`config.mk`:
```
export PLATFORM = sky130hd
export DESIGN_NAME = ping_pong_wavetable_generator_core
export DESIGN_NICKNAME = d
export VERILOG_FILES = /design/src/hw/rtl/ppwg_pkg.sv /design/src/hw/rtl/ping_pong_wavetable_generator_core.sv /design/src/hw/rtl/ppwg_regs.sv /design/src/hw/rtl/ppwg_engine.sv
export SDC_FILE = /design/constraint.sdc
export NUM_CORES = 1
export LEC_CHECK = 0
export BUFFER_PORTS_ARGS = -buffer_cell sky130_fd_sc_hd__buf_2
export CORE_UTILIZATION = 55
export CTS_CLUSTER_SIZE = 12
export DETAILED_ROUTE_END_ITERATION = 12
export PLACE_DENSITY = 0.76
export SLEW_MARGIN = 20
export SYNTH_ARGS = -nofsm -noshare
export SYNTH_HDL_FRONTEND = slang
export SYNTH_SLANG_ARGS = --single-unit
export TNS_END_PERCENT = 30
```
`constraint.sdc`:
```
create_clock -name clk -period 3.3 [get_ports clk]
set_clock_uncertainty 0.2 [all_clocks]
set_input_delay 0 -clock clk [delete_from_list [all_inputs] [get_ports clk]]
set_output_delay 0 -clock clk [all_outputs]
set_load 0.01 [all_outputs]
```
`src/hw/rtl/ppwg_pkg.sv`:
```
// Shared types and constants for the ping-pong wavetable tone generator.
// Used by every module of the block; depends on nothing.
package ppwg_pkg;

	localparam int TableEntries      = 16;
	localparam int SubstepsPerSample = 256;

	localparam int FREQ_W   = 12;
	localparam int ENTRY_W  = 8;
	localparam int SUM_W    = 16;
	localparam int OFFSET_W = 3;
	localparam int DATA_W   = 8;

	// Frequency code that silences the voice (also the reset value).
	localparam logic [FREQ_W-1:0] FREQ_MUTE = 12'hfff;

	typedef enum logic [0:0] {
		REQ_WRITE = 1'b0,
		REQ_TICK  = 1'b1
	} req_type_t;

	// Register offsets.
	localparam logic [OFFSET_W-1:0] OFFS_FREQ_HI    = 3'd0;
	localparam logic [OFFSET_W-1:0] OFFS_FREQ_LO    = 3'd1;
	localparam logic [OFFSET_W-1:0] OFFS_WAVE_FIRST = 3'd2;
	localparam logic [OFFSET_W-1:0] OFFS_WAVE_LAST  = 3'd5;

	typedef struct packed {
		logic                en;
		logic [OFFSET_W-1:0] offset;
		logic [DATA_W-1:0]   data;
	} wr_req_t;

	typedef struct packed {
		logic                    done;
		logic                    muted;
		logic signed [SUM_W-1:0] sum;
	} eng_res_t;

endpackage

```
`src/hw/rtl/ping_pong_wavetable_generator_core.sv`:
```
// Top level of the single-voice ping-pong wavetable tone generator.
// Depends on ppwg_pkg, ppwg_regs and ppwg_engine.
//
// The block takes one item at a time on the input channel. A register write
// (req_type 0) gives no result: offsets 0 and 1 load
// the high and low six bits of the 12-bit frequency, offsets 2 to 5 load a pair
// of forward table entries and their complemented mirror entries, offsets 6
// and 7 are dropped. A sample tick (req_type 1) gives exactly one result item:
// the signed sum of the current table entry over 256 sub-steps, with the phase
// counter climbing to 0x1000, reloading from the frequency and advancing the
// table position each time. A tick runs one sub-step per clock through a single
// accumulator adder; after the last sub-step the sequencer hands the sum to the
// output register and returns to idle, and only then is the next item taken.
// With the frequency at 0xfff the voice is muted: the tick skips the sub-steps,
// returns zero with muted set and leaves counter and position alone. The result
// sits in an output register, so a stalled result does not hold up a following
// write; a tick finishing while the previous result is still stalled waits
// until that result is taken.
module ping_pong_wavetable_generator_core #(
	parameter int TABLE_ENTRIES       = ppwg_pkg::TableEntries,
	parameter int SUBSTEPS_PER_SAMPLE = ppwg_pkg::SubstepsPerSample
) (
	input  logic                                   clk,
	input  logic                                   arst_n,
	input  logic                                   in_valid,
	output logic                                   in_stall,
	input  logic                                   req_type,
	input  logic [ppwg_pkg::OFFSET_W-1:0]          reg_offset,
	input  logic [ppwg_pkg::DATA_W-1:0]            reg_data,
	output logic                                   out_valid,
	input  logic                                   out_stall,
	output logic signed [ppwg_pkg::SUM_W-1:0]      sample_sum,
	output logic                                   muted
);

	localparam int POS_W = $clog2(TABLE_ENTRIES);

	ppwg_pkg::wr_req_t                    wr;
	ppwg_pkg::eng_res_t                   res;
	logic [POS_W-1:0]                     pos;
	logic [ppwg_pkg::FREQ_W-1:0]          freq;
	logic signed [ppwg_pkg::ENTRY_W-1:0]  entry;
	logic                                 busy;
	logic                                 in_take;
	logic                                 out_free;
	logic                                 out_valid_q;
	logic signed [ppwg_pkg::SUM_W-1:0]    sample_sum_q;
	logic                                 muted_q;

	// Take an item only while the sequencer is idle.
	assign in_stall = busy;
	assign in_take  = in_valid && !busy;

	assign wr.en     = in_take && (req_type == ppwg_pkg::REQ_WRITE);
	assign wr.offset = reg_offset;
	assign wr.data   = reg_data;

	// Output slot is free when empty or being drained this cycle.
	assign out_free = !out_valid_q || !out_stall;

	ppwg_regs #(
		.TABLE_ENTRIES(TABLE_ENTRIES),
		.POS_W        (POS_W)
	) u_regs (
		.clk   (clk),
		.arst_n(arst_n),
		.wr    (wr),
		.pos   (pos),
		.freq  (freq),
		.entry (entry)
	);

	ppwg_engine #(
		.TABLE_ENTRIES      (TABLE_ENTRIES),
		.SUBSTEPS_PER_SAMPLE(SUBSTEPS_PER_SAMPLE),
		.POS_W              (POS_W)
	) u_engine (
		.clk     (clk),
		.arst_n  (arst_n),
		.start   (in_take && (req_type == ppwg_pkg::REQ_TICK)),
		.out_free(out_free),
		.freq    (freq),
		.entry   (entry),
		.pos     (pos),
		.busy    (busy),
		.res     (res)
	);

	// Output register: load a finished sum, hold while stalled, drop when taken.
	always_ff @(posedge clk or negedge arst_n) begin
		if (!arst_n) begin
			out_valid_q <= 1'b0;
		end else if (res.done) begin
			out_valid_q <= 1'b1;
		end else if (!out_stall) begin
			out_valid_q <= 1'b0;
		end
	end

	always_ff @(posedge clk) begin
		if (res.done) begin
			sample_sum_q <= res.sum;
			muted_q      <= res.muted;
		end
	end

	assign out_valid  = out_valid_q;
	assign sample_sum = sample_sum_q;
	assign muted      = muted_q;

endmodule

```
`src/hw/rtl/ppwg_regs.sv`:
```
// Frequency register and mirrored wave table of the tone generator.
// Depends on ppwg_pkg.
module ppwg_regs #(
	parameter int TABLE_ENTRIES = ppwg_pkg::TableEntries,
	parameter int POS_W         = $clog2(TABLE_ENTRIES)
) (
	input  logic                                 clk,
	input  logic                                 arst_n,
	input  ppwg_pkg::wr_req_t                    wr,
	input  logic [POS_W-1:0]                     pos,
	output logic [ppwg_pkg::FREQ_W-1:0]          freq,
	output logic signed [ppwg_pkg::ENTRY_W-1:0]  entry
);

	logic [ppwg_pkg::FREQ_W-1:0]  freq_q;
	logic [ppwg_pkg::ENTRY_W-1:0] table_q [TABLE_ENTRIES];

	logic                          wave_wr;
	logic [1:0]                    pair_full;
	logic [POS_W-1:0]              idx_lo;
	logic [POS_W-1:0]              idx_lo1;
	logic [POS_W-1:0]              idx_mir1;
	logic [POS_W-1:0]              idx_mir0;
	logic [ppwg_pkg::ENTRY_W-1:0]  first_val;
	logic [ppwg_pkg::ENTRY_W-1:0]  second_val;

	always_comb begin
		wave_wr    = wr.en && (wr.offset >= ppwg_pkg::OFFS_WAVE_FIRST)
			&& (wr.offset <= ppwg_pkg::OFFS_WAVE_LAST);
		pair_full  = 2'(wr.offset - ppwg_pkg::OFFS_WAVE_FIRST);
		idx_lo     = POS_W'({pair_full, 1'b0});
		idx_lo1    = idx_lo + POS_W'(1);
		idx_mir1   = POS_W'(TABLE_ENTRIES - 2) - idx_lo;
		idx_mir0   = POS_W'(TABLE_ENTRIES - 1) - idx_lo;
		first_val  = {1'b0, wr.data[6:4], 4'b0000};
		second_val = {1'b0, wr.data[2:0], 4'b0000};
	end

	always_ff @(posedge clk or negedge arst_n) begin
		if (!arst_n) begin
			freq_q <= ppwg_pkg::FREQ_MUTE;
		end else if (wr.en && wr.offset == ppwg_pkg::OFFS_FREQ_HI) begin
			freq_q[11:6] <= wr.data[7:2];
		end else if (wr.en && wr.offset == ppwg_pkg::OFFS_FREQ_LO) begin
			freq_q[5:0] <= wr.data[5:0];
		end
	end

	// Load a forward pair and its complemented mirror pair.
	always_ff @(posedge clk or negedge arst_n) begin
		if (!arst_n) begin
			for (int i = 0; i < TABLE_ENTRIES; i++) begin
				table_q[i] <= '0;
			end
		end else if (wave_wr) begin
			for (int i = 0; i < TABLE_ENTRIES; i++) begin
				if (POS_W'(i) == idx_lo) begin
					table_q[i] <= first_val;
				end else if (POS_W'(i) == idx_lo1) begin
					table_q[i] <= second_val;
				end else if (POS_W'(i) == idx_mir1) begin
					table_q[i] <= ~second_val;
				end else if (POS_W'(i) == idx_mir0) begin
					table_q[i] <= ~first_val;
				end
			end
		end
	end

	assign freq  = freq_q;
	assign entry = $signed(table_q[pos]);

endmodule

```
`src/hw/rtl/ppwg_engine.sv`:
```
// Sub-step sequencer: one shared accumulator adder, phase counter and position.
// Depends on ppwg_pkg.
module ppwg_engine #(
	parameter int TABLE_ENTRIES       = ppwg_pkg::TableEntries,
	parameter int SUBSTEPS_PER_SAMPLE = ppwg_pkg::SubstepsPerSample,
	parameter int POS_W               = $clog2(TABLE_ENTRIES)
) (
	input  logic                                clk,
	input  logic                                arst_n,
	input  logic                                start,
	input  logic                                out_free,
	input  logic [ppwg_pkg::FREQ_W-1:0]         freq,
	input  logic signed [ppwg_pkg::ENTRY_W-1:0] entry,
	output logic [POS_W-1:0]                    pos,
	output logic                                busy,
	output ppwg_pkg::eng_res_t                  res
);

	localparam int STEP_W = $clog2(SUBSTEPS_PER_SAMPLE);
	localparam logic [STEP_W-1:0] LAST_STEP = STEP_W'(SUBSTEPS_PER_SAMPLE - 1);

	typedef enum logic [2:0] {
		ST_IDLE = 3'b001,
		ST_RUN  = 3'b010,
		ST_PUSH = 3'b100
	} state_t;

	state_t                          state_q;
	logic [STEP_W-1:0]               step_q;
	logic [ppwg_pkg::FREQ_W-1:0]     phase_q;
	logic [POS_W-1:0]                pos_q;
	logic signed [ppwg_pkg::SUM_W-1:0] sum_q;
	logic                            muted_q;
	logic signed [ppwg_pkg::SUM_W-1:0] sum_next;

	assign sum_next = sum_q + ppwg_pkg::SUM_W'(entry);

	always_ff @(posedge clk or negedge arst_n) begin
		if (!arst_n) begin
			state_q <= ST_IDLE;
			step_q  <= '0;
			phase_q <= '0;
			pos_q   <= '0;
			sum_q   <= '0;
			muted_q <= 1'b0;
		end else begin
			unique case (state_q)
				ST_IDLE: begin
					if (start) begin
						sum_q   <= '0;
						step_q  <= '0;
						muted_q <= (freq == ppwg_pkg::FREQ_MUTE);
						state_q <= (freq == ppwg_pkg::FREQ_MUTE) ? ST_PUSH : ST_RUN;
					end
				end
				ST_RUN: begin
					sum_q  <= sum_next;
					step_q <= step_q + STEP_W'(1);
					// Reload from the frequency when the counter would reach 0x1000.
					if (phase_q == '1) begin
						phase_q <= freq;
						pos_q   <= pos_q + POS_W'(1);
					end else begin
						phase_q <= phase_q + ppwg_pkg::FREQ_W'(1);
					end
					if (step_q == LAST_STEP) begin
						state_q <= ST_PUSH;
					end
				end
				ST_PUSH: begin
					if (out_free) begin
						state_q <= ST_IDLE;
					end
				end
				default: begin
					state_q <= ST_IDLE;
				end
			endcase
		end
	end

	assign pos       = pos_q;
	assign busy      = (state_q != ST_IDLE);
	assign res.done  = (state_q == ST_PUSH) && out_free;
	assign res.muted = muted_q;
	assign res.sum   = sum_q;

endmodule

```
---- After elaboration in Yosys (flattened, before gate mapping) ----
Index checks and enable logic that the tools add are counted.
word-level totals
  output and inout port bits .............. 19
  word-level logic and storage cells ...... 225
  register bits after elaboration ......... 202
  bits of input ports ..................... 16
operators by class
  bitwise logic cells ..................... 5
  mux-type cells .......................... 67
  reductions and logical operators ........ 55
  equality and inequality tests ........... 60
  order comparisons ....................... 3
  add/subtract/negate cells ............... 8
operators by type and width
  cell                   number
  $mux 8                 55
  $eq 4x4->1 const A     24
  $eq 3x4->1 const A     12
  $reduce_and 2->1       20
  $reduce_bool 3->1      12
  $bmux 8 s4             1
  $pmux 16 s2            1
  $eq 12x12->1 const B   2
  $eq 2x4->1 const A     6
  $add 16x8->16          1
  $logic_not 4->1        4
  $mux 16                1
  $not 7->8              2
  $pmux 8 s2             1
  $reduce_bool 4->1      4
  $add 12x1->12 const B  1
  $eq 1x4->1 const A     3
  $mux 12                1
  $mux 3                 4
  $pmux 3 s3             1
  $add 8x1->8 const B    1
  $eq 8x8->1 const B     1
  $logic_and 1x1->1      8
  $ne 2x1->1 const B     4
  21 further kinds       28

---- Longest topological paths before layout ----
Gate-level depths: netlist (run 1).
  word-level depth ........................ 7
  gate-level depth with buffers ........... 13
  gate-level depth less buffers ........... 11

---- Modules after synthesis ----
Synthesis (run 1) repeated with hierarchy kept, for this count alone.
unflattened totals
  cell total of the unflattened synthesis .. 584
  area, all modules ....................... 6,426.2 µm²
by module, submodules not included
  module                              instances  area an instance (µm²)  cells each  sequential area each (µm²)
  ppwg_regs                           1          3,091.7                 254         1,716.6
  ppwg_engine                         1          2,766.4                 308         1,102.3
  ping_pong_wavetable_generator_core  1          568.0                   22          535.5

---- Worst setup path before layout (run 1) ----
No wires, ideal clock.
  kind .................................... register -> register
  from .................................... register u_engine.pos_q[0], in the netlist u_engine.pos[0]
  to ...................................... register u_engine.sum_q[15] (netlist bit)
  clock period less this slack ............ 3,111 ps
  data arrival time ....................... 2,778 ps
  setup time .............................. 133 ps
  buffers on the path ..................... 1
  data required time ...................... 2,967 ps
  setup slack ............................. 189 ps
  stages on the path, launching flop included .. 12
  cells stage by stage .................... dfrtp_1 -> buf_2 -> mux4_2 -> a22oi_1 -> nand2_1 -> ha_1 -> o211ai_1 -> nor3_1 -> o311ai_2 -> o31ai_1 -> xnor2_1 -> o211ai_1
between the ends
  cells in the longest elaborated chain, start to end .. 6
RTL lines
  item                                        RTL line           RTL
  start, declared                             ppwg_engine.sv:31  logic [POS_W-1:0] pos_q;
  start signal, assigned                      ppwg_engine.sv:62  pos_q <= pos_q + POS_W'(1);
  $not 4->5 (not written as such)             ppwg_regs.sv:71    assign entry = $signed(table_q[pos]);
  $bmux 8 s4                                  ppwg_regs.sv:71
  $mux 8 (not written as such) (2 in series)  ppwg_regs.sv:71
  $add 16x8->16                               ppwg_engine.sv:36  assign sum_next = sum_q + ppwg_pkg::SUM_W'(entry);
  $pmux 16 s2                                 ppwg_engine.sv:47  unique case (state_q)
  end signal, assigned                        ppwg_engine.sv:57  sum_q <= sum_next;
  end, declared                               ppwg_engine.sv:32  logic signed [ppwg_pkg::SUM_W-1:0] sum_q;
No other way between the ends. The select of a mux whose other input is x is not followed.
A chain may end at the register's enable or synchronous reset.

---- Final worst setup path (run 1) ----
  from .................................... register u_engine.pos_q[0], in the netlist u_engine.pos[0]
  to ...................................... register u_engine.sum_q[11] (netlist bit)
Same word-level chain as after synthesis.

==> impl_metrics.py, run 1 <==
metrics = {
    "drt": {
        "drt-pass1-iter-count": 5,
        "routed_via_density": 6.107,
        "number_of_antenna_violating_nets_in_the_routed_design": 0,
        "vias": 4757,
        "totalWireLength_um": 14610,
        "initialDrtViolationCount": 228,
        "post_drt_wl_per_cell_um": 18.76,
        "drc": 0,
    },
    "finish": {
        "nNetsFinal": 663,
        "nFillCells": 741,
        "antenna_cells_inserted": 0,
        "fin_area_um2": 7770,
        "drive_above_1_share": 0.3020,
        "syn_to_final_growth_pct": 23.19,
    },
    "worst_setup_path": {
        "critPathCaptureType": "register",
        "cp_data_arrival_time_ps": 3270,
        "timing.setup.critical_path_class": "reg2reg",
        "critical_path.max_fanout": 5,
        "critical_path_required_ps": 3370,
        "worstSetupStartpointType": "register",
    },
    "power": {
        "vdd_drop_max_v": 0.0006216,
        "power_frac_seq": 0.443,
        "intPower_mw": 3.644,
        "p_total_mw": 4.901,
        "power.net_switching_mw": 1.257,
        "power.leakage_nw": 3.359,
        "p_clk_frac": 0.419,
        "netSwitchingFraction": 0.2564,
        "cell_pwr_density_nw_per_um2": 630.7,
        "p_comb_frac": 0.138,
    },
    "floorplan": {
        "fp-row-count": 38,
        "dieHeight_um": 109.1,
        "die_w_um": 109.1,
        "io_pins": 35,
        "floorplan.initialDensity": 0.5743,
        "floorplan.core_area_um2": 10980,
        "design.die.area_um2": 11900,
    },
    "timing": {
        "count_of_final_max_slew_check_failures": 0,
        "final_min_period_over_clock_period": 0.9680,
        "hold_viol": 0,
        "setup_total_negative_slack_ps": 0,
        "relSlewSlack": 0.4442,
        "unrepaired_setup_endpoints_after_global_routing": "true",
        "final_period_minus_worst_setup_slack_ps": 3194,
        "achievable-frequency_mhz": 313.0,
        "setup_viol_count_final": 0,
        "tightestPinTransition_ps": 833.7,
    },
    "clock_tree": {
        "clock_path_buffers": 2,
        "cts_inserted_buffers": 17,
        "clkSinkCount": 130,
        "clockRootBuffer": "sky130_fd_sc_hd__clkbuf_16",
        "clock_tree_from_tritoncts": "yes",
        "worstSkewPairLatency_ps": 420,
        "htreeDepth": 4,
        "clk_transition_reported_paths_ps": 60,
    },
    "yosys": {
        "synth-edff-count": 17,
        "synthDistinctLibCells": 57,
        "synth.ff_latch_count": 130,
        "syn_nets": 602,
        "ys.warnings.count": 0,
        "ys.flop_type": "sky130_fd_sc_hd__dfrtp_1",
        "asyncSetResetFlopFracSynth": 0.8692,
        "synth_cells": 565,
        "fraction_of_the_yosys_area_taken_by_sequential_cells": 0.5318,
        "netlist_area_um2": 6307,
        "synthesis.area_per_instance_um2": 11.16,
    },
    "global_routing": {
        "track_usage": 0.2639,
        "initial_antenna_violation_count": 0,
        "grt_first_pass_wirelength_um": 23380,
        "grt_overflow_total": 0,
        "grt_start_max_net_pins": 66,
        "via_count_of_the_first_global_routing_pass": 4738,
    },
    "worst_hold_path": {
        "timing.hold.worst.class": "in2async",
    },
    "placement": {
        "placement.io_buffers": 34,
        "gp_congestion": 0.9330,
        "post-dp-hpwl_um": 9471,
        "placed_area_um2": 6674,
    },
    "status": {
        "run_status": "finished clean",
    },
    "flow_run": {
        "max-cap-violations": 0,
    },
}
cell families (layout without fill, tap and decap cells):
| family | Yosys count | after routing | synth area share |
|---|---|---|---|
| AOI/OAI and AO/OA | 141 | 141 | 0.1339 |
| xor gates and xnor gates | 17 | 17 | 0.02361 |
| adders and majority gates | 21 | 21 | 0.04285 |
| buffers and inverters | 40 | 114 | 0.02698 |
| DFF | 130 | 130 | 0.5318 |
| muxes | 60 | 60 | 0.1206 |
| and+or+nand+nor | 156 | 156 | 0.1202 |
routing by layer:
metal	track usage	vias up	wire length [µm]
met5	0	-	0
met4	0.1023	0	314
met3	0.06934	32	718
met2	0.4362	143	7463
met1	0.3311	2403	6115
li1	-	2179	-
cell type report:
type / instances / area [µm²] / area share
flip-flops and latches: 130 / 3358 / 0.4322
multi-input cells: 395 / 3003 / 0.3865
inverters: 9 / 33.78 / 0.004348
repair buffers: 73 / 534.3 / 0.06876
well taps: 140 / 175.2 / 0.02254
clock inverters: 10 / 137.6 / 0.01771
clock buffers: 22 / 528.0 / 0.06795
metrics by stage:
stage                     hold slack (ps)  instances  utilization  setup slack (ps)
after global placement             -58.50        727       0.6077             140.6
after detailed placement           -44.21        727       0.6077            -44.39
after global routing                147.3        779       0.7075            -90.05
after CTS                           59.54        777       0.6863            -29.00
final                               26.06        779       0.7075             105.6
after floorplan                    -495.6        565            -             188.7
flip-flops by register name, summed over array words and instances (netlist names):
signal            count
u_engine.step_q       8
u_engine.muted_q      1
u_regs.freq          12
sample_sum           16
u_engine.sum_q       16
u_engine.phase_q     12
u_engine.pos          4
out_valid             1
u_engine.state_q      3
muted                 1
u_regs.table_q       56
power groups by stage:
stage | Clock (mW) | Sequential (mW) | Combinational (mW)
after floorplan | 0 | 2.08 | 0.436
after global placement | 0 | 2.15 | 0.555
after detailed placement | 0 | 2.16 | 0.589
after CTS | 2.08 | 2.14 | 0.614
after global routing | 2.14 | 2.20 | 0.744
final | 2.05 | 2.17 | 0.676
placed cells by master (no fill, tap or decap), types with 4 or more instances in the layout:
cell | synthesis | final
sky130_fd_sc_hd__mux2i_1 | 13 | 7
sky130_fd_sc_hd__nand2_1 | 48 | 47
sky130_fd_sc_hd__a21oi_1 | 56 | 51
sky130_fd_sc_hd__buf_2 | 4 | 33
sky130_fd_sc_hd__nor2b_1 | 6 | 5
sky130_fd_sc_hd__mux2i_2 | 0 | 4
sky130_fd_sc_hd__edfxtp_1 | 17 | 17
sky130_fd_sc_hd__buf_4 | 2 | 18
sky130_fd_sc_hd__nand3_1 | 11 | 11
sky130_fd_sc_hd__dfrtp_1 | 100 | 97
sky130_fd_sc_hd__o22ai_1 | 5 | 5
sky130_fd_sc_hd__nor2_1 | 48 | 47
sky130_fd_sc_hd__a221oi_2 | 0 | 5
sky130_fd_sc_hd__xor2_1 | 5 | 5
sky130_fd_sc_hd__a21oi_2 | 0 | 5
sky130_fd_sc_hd__o21ai_1 | 0 | 5
sky130_fd_sc_hd__nor3_1 | 7 | 6
sky130_fd_sc_hd__ha_1 | 20 | 16
sky130_fd_sc_hd__or2_2 | 5 | 5
sky130_fd_sc_hd__mux4_2 | 8 | 8
sky130_fd_sc_hd__o21ai_0 | 37 | 32
sky130_fd_sc_hd__mux2_2 | 38 | 38
sky130_fd_sc_hd__and3_1 | 7 | 7
sky130_fd_sc_hd__clkbuf_16 | 0 | 20
sky130_fd_sc_hd__xnor2_1 | 12 | 12
sky130_fd_sc_hd__dlygate4sd3_1 | 0 | 18
sky130_fd_sc_hd__a21o_1 | 8 | 8
sky130_fd_sc_hd__nand4_1 | 9 | 9
sky130_fd_sc_hd__inv_1 | 7 | 7
sky130_fd_sc_hd__dfstp_2 | 13 | 13
sky130_fd_sc_hd__o211ai_1 | 4 | 4
synth_stat cells (2+ instances only):
cell type	number	share of area
sky130_fd_sc_hd__nand2_1	48	0.029
sky130_fd_sc_hd__or2_2	5	0.0050
sky130_fd_sc_hd__edfxtp_1	17	0.081
sky130_fd_sc_hd__inv_2	2	0.0012
sky130_fd_sc_hd__o211ai_1	4	0.0048
sky130_fd_sc_hd__o21bai_1	2	0.0024
sky130_fd_sc_hd__and2_1	2	0.0020
sky130_fd_sc_hd__buf_1	5	0.0030
sky130_fd_sc_hd__mux2_2	38	0.068
sky130_fd_sc_hd__a221oi_1	7	0.0097
sky130_fd_sc_hd__xor2_1	5	0.0069
sky130_fd_sc_hd__a22o_1	3	0.0042
sky130_fd_sc_hd__nor2_1	48	0.029
sky130_fd_sc_hd__a21o_1	8	0.0095
sky130_fd_sc_hd__xnor2_1	12	0.017
sky130_fd_sc_hd__buf_2	4	0.0032
sky130_fd_sc_hd__o22ai_1	5	0.0050
sky130_fd_sc_hd__ha_1	20	0.040
sky130_fd_sc_hd__nand2b_1	3	0.0030
sky130_fd_sc_hd__nand3_1	11	0.0087
sky130_fd_sc_hd__o21a_1	2	0.0024
sky130_fd_sc_hd__o31ai_1	3	0.0036
sky130_fd_sc_hd__o21ai_0	37	0.029
sky130_fd_sc_hd__inv_1	7	0.0042
sky130_fd_sc_hd__a21oi_1	56	0.044
sky130_fd_sc_hd__clkbuf_1	19	0.011
sky130_fd_sc_hd__nor3_1	7	0.0056
sky130_fd_sc_hd__a22oi_1	3	0.0036
sky130_fd_sc_hd__mux4_2	8	0.029
sky130_fd_sc_hd__and3_1	7	0.0069
sky130_fd_sc_hd__nand4_1	9	0.0089
sky130_fd_sc_hd__mux2i_1	13	0.021
sky130_fd_sc_hd__nor2b_1	6	0.0060
sky130_fd_sc_hd__buf_4	2	0.0024
sky130_fd_sc_hd__dfrtp_1	100	0.40
sky130_fd_sc_hd__dfstp_2	13	0.054
sky130_fd_sc_hd__a31oi_1	3	0.0030
sky130_fd_sc_hd__nand4b_1	2	0.0028
timing repair:
action	in CTS	in global routing
setup buffers	0	2
pin swaps	0	8
hold endpoints to repair	147	0
resized for setup	3	47
setup endpoints to repair	2	9
hold buffers	18	0
critical path: stages (launching register included):
cell                       delay, ps
sky130_fd_sc_hd__dfrtp_2         440
sky130_fd_sc_hd__buf_6           170
sky130_fd_sc_hd__mux4_2          500
sky130_fd_sc_hd__a22oi_1         210
sky130_fd_sc_hd__nand2_1         160
sky130_fd_sc_hd__ha_4            260
sky130_fd_sc_hd__a21o_1          200
sky130_fd_sc_hd__o311ai_4        450
sky130_fd_sc_hd__o21a_1          230
sky130_fd_sc_hd__xnor2_1         120
sky130_fd_sc_hd__o21ai_0         100
worst paths after layout:
check                      cells past startpoint              from  slack (ps)                 end
min in group clk                               4         out_stall         150           out_valid
max reg2reg                                   10   u_engine.pos[0]         110  u_engine.sum_q[11]
min                                            2            arst_n          30  u_engine.step_q[1]
max in group asynchronous                      3            arst_n        2060      u_regs.freq[1]
max                                           10   u_engine.pos[0]         110  u_engine.sum_q[11]
min reg2reg                                    0  u_engine.muted_q         260               muted
No activity file was read; power rests on OpenSTA's default activity.
==> run 2, diff against run 1 <==
--- a/config.mk
+++ b/config.mk
@@ -9,7 +9,8 @@
 export CORE_UTILIZATION = 55
 export CTS_CLUSTER_SIZE = 12
 export DETAILED_ROUTE_END_ITERATION = 12
-export PLACE_DENSITY = 0.76
+export GPL_TIMING_DRIVEN = 0
+export PLACE_DENSITY = 0.84
 export SLEW_MARGIN = 20
 export SYNTH_ARGS = -nofsm -noshare
 export SYNTH_HDL_FRONTEND = slang
==> run 2 against run 1 <==
  * The run now ends with negative setup slack left
  * Combinational power up 1%
  * Sequential power is essentially flat
  * Sequential cell count is the same
  * Clock power down 15%
  * Utilization rose by 0.32 points
  * Register-to-register slack got worse by 240 ps
  * Sequential share of layout area down 0.24 points
  * Clock-buffer cell count increased by 1
  * Power down 6.6%
  * Setup slack worse by 240 ps
  * Critical path depth up 3
  * Critical endpoint unchanged
  * Largest power group unchanged
==> impl_metrics.py, run 2 (synthesized netlist as in run 1, its figures left out) <==
metrics = {
    "status": {
        "failed_checks": "negative setup slack",
        "run_status": "complete, but fails checks",
    },
    "finish": {
        "register_containing_the_most_flip_flops_in_the_final_layout": "u_regs.table_q",
        "nNetsFinal": 681,
        "nFillCells": 709,
        "syn_to_final_growth_pct": 23.75,
        "largest_register_ffs": 56,
        "mostFrequentLayoutCell": "sky130_fd_sc_hd__dfrtp_1",
        "antenna_cells_inserted": 0,
        "drive_above_1_share": 0.2892,
        "mostFrequentLayoutCells": "sky130_fd_sc_hd__dfrtp_1 (100), sky130_fd_sc_hd__a21oi_1 (49), sky130_fd_sc_hd__nand2_1 (47), sky130_fd_sc_hd__nor2_1 (47), sky130_fd_sc_hd__mux2_2 (38)",
        "fin_area_um2": 7805,
    },
    "floorplan": {
        "io_pins": 35,
        "dieHeight_um": 109.1,
        "die_w_um": 109.1,
        "fp-row-count": 38,
        "floorplan.initialDensity": 0.5743,
        "design.die.area_um2": 11900,
        "floorplan.core_area_um2": 10980,
    },
    "clock_tree": {
        "clock_path_buffers": 2,
        "clkSinkCount": 130,
        "clockRootBuffer": "sky130_fd_sc_hd__clkbuf_16",
        "worstSkewPairLatency_ps": 430,
        "htreeDepth": 4,
        "cts_inserted_buffers": 17,
        "clock_tree_from_tritoncts": "yes",
        "clk_transition_reported_paths_ps": 60,
    },
    "power": {
        "cell_pwr_density_nw_per_um2": 586.3,
        "power.net_switching_mw": 1.243,
        "intPower_mw": 3.334,
        "p_clk_frac": 0.382,
        "p_total_mw": 4.576,
        "p_comb_frac": 0.150,
        "power.leakage_nw": 3.297,
        "vdd_drop_max_v": 0.0005346,
        "netSwitchingFraction": 0.2715,
        "power_frac_seq": 0.468,
    },
    "timing": {
        "tightestPinTransition_ps": 857.7,
        "count_of_final_max_slew_check_failures": 0,
        "achievable-frequency_mhz": 290.8,
        "finalHoldWorstSlack_ps": 39.90,
        "unrepaired_setup_endpoints_after_global_routing": "true",
        "final_min_period_over_clock_period": 1.042,
        "timing.final.ws_setup_ps": -138.9,
        "setup_viol_count_final": 6,
        "hold_viol": 0,
        "relSlewSlack": 0.4238,
        "final_period_minus_worst_setup_slack_ps": 3439,
    },
    "worst_setup_path": {
        "timing.setup.critical_path_class": "reg2reg",
        "worstSetupStartpointType": "register",
        "critical_path.max_fanout": 7,
        "critical_path_required_ps": 3390,
        "cp_data_arrival_time_ps": 3530,
        "critPathCaptureType": "register",
    },
    "placement": {
        "placement.io_buffers": 28,
        "post-dp-hpwl_um": 9321,
        "placed_area_um2": 6671,
        "gp_congestion": 0.8659,
    },
    "global_routing": {
        "track_usage": 0.2764,
        "initial_antenna_violation_count": 0,
        "via_count_of_the_first_global_routing_pass": 4866,
        "grt_start_max_net_pins": 66,
        "grt_first_pass_wirelength_um": 24310,
        "grt_overflow_total": 0,
    },
    "drt": {
        "post_drt_wl_per_cell_um": 19.80,
        "routed_via_density": 6.182,
        "vias": 4927,
        "initialDrtViolationCount": 388,
        "number_of_antenna_violating_nets_in_the_routed_design": 0,
        "drc": 0,
        "totalWireLength_um": 15780,
        "drt-pass1-iter-count": 6,
    },
    "flow_run": {
        "max-cap-violations": 0,
    },
    "worst_hold_path": {
        "timing.hold.worst.class": "in2reg",
    },
}
[run 2: repair_timing]
action,4_1_cts,5_1_grt
resized for setup,9,48
pin swaps,2,12
endpoints found under the setup margin,8,9
hold buffers,20,0
cloned,0,0
hold endpoints to repair,193,0
buffers inserted,1,13
[run 2: metal layers]
layer  share of wire  GRT usage  routed length (µm)
met5               0          0                   0
met4           0.026     0.1158                 418
met1            0.39     0.3439                6153
met3           0.062    0.07292                 979
met2            0.52     0.4560                8226
[run 2: final timing paths]
kind                             startpoint                  end  slack (ps)  cells after the start
setup reg to reg            u_engine.pos[2]   u_engine.sum_q[11]        -140                     13
hold reg to reg            u_engine.muted_q                muted         270                      0
hold / removal                     req_type  u_regs.table_q[115]          40                      5
setup / recovery            u_engine.pos[2]   u_engine.sum_q[11]        -140                     13
max in group asynchronous            arst_n      u_regs.freq[11]        2100                      4
min in group asynchronous            arst_n  u_regs.table_q[126]         460                      4
[run 2: metrics by stage]
step / utilization / worst slack [ps] / cells / TNS [ps]
2_1_floorplan: - / 188.7 / 565 / 0
3_3_place_gp: 0.6030 / -222.0 / 733 / -656.3
3_5_place_dp: 0.6074 / -310.2 / 735 / -1282
4_1_cts: 0.6811 / 6.109 / 786 / 0
5_1_grt: 0.7106 / -288.9 / 797 / -1038
6_report: 0.7106 / -138.9 / 797 / -349.8
[run 2: final cells by class]
cell class	count	area, µm²	area share
Inverter	9	38.79	0.004970
Timing Repair Buffer	64	518.0	0.06637
Clock inverter	9	52.55	0.006733
Multi-Input combinational cell	395	3028	0.3879
Buffer	27	137.6	0.01763
Sequential cell	130	3354	0.4298
Tap cell	140	175.2	0.02244
Clock buffer	23	500.5	0.06412
[run 2: power by group through the flow]
| stage | Combinational [mW] | Sequential [mW] | Clock [mW] |
|---|---|---|---|
| 3_3_place_gp | 0.535 | 2.11 | 0 |
| 6_report | 0.686 | 2.14 | 1.75 |
| 4_1_cts | 0.616 | 2.12 | 1.76 |
| 5_1_grt | 0.748 | 2.16 | 1.84 |
| 3_5_place_dp | 0.572 | 2.14 | 0 |
| 2_1_floorplan | 0.436 | 2.08 | 0 |
[run 2: worst max-delay path, stage by stage, from the launching register on]
cell and delay [ps]:
sky130_fd_sc_hd__dfrtp_1 380, sky130_fd_sc_hd__buf_6 140, sky130_fd_sc_hd__buf_4 140, sky130_fd_sc_hd__and2_2 280, sky130_fd_sc_hd__a221oi_2 400, sky130_fd_sc_hd__a22oi_1 150, sky130_fd_sc_hd__nand2_1 180, sky130_fd_sc_hd__ha_4 240
sky130_fd_sc_hd__nand2_1 150, sky130_fd_sc_hd__nor2_1 110, sky130_fd_sc_hd__o311ai_4 430, sky130_fd_sc_hd__o21a_1 260, sky130_fd_sc_hd__xnor2_1 140, sky130_fd_sc_hd__o21ai_1 90
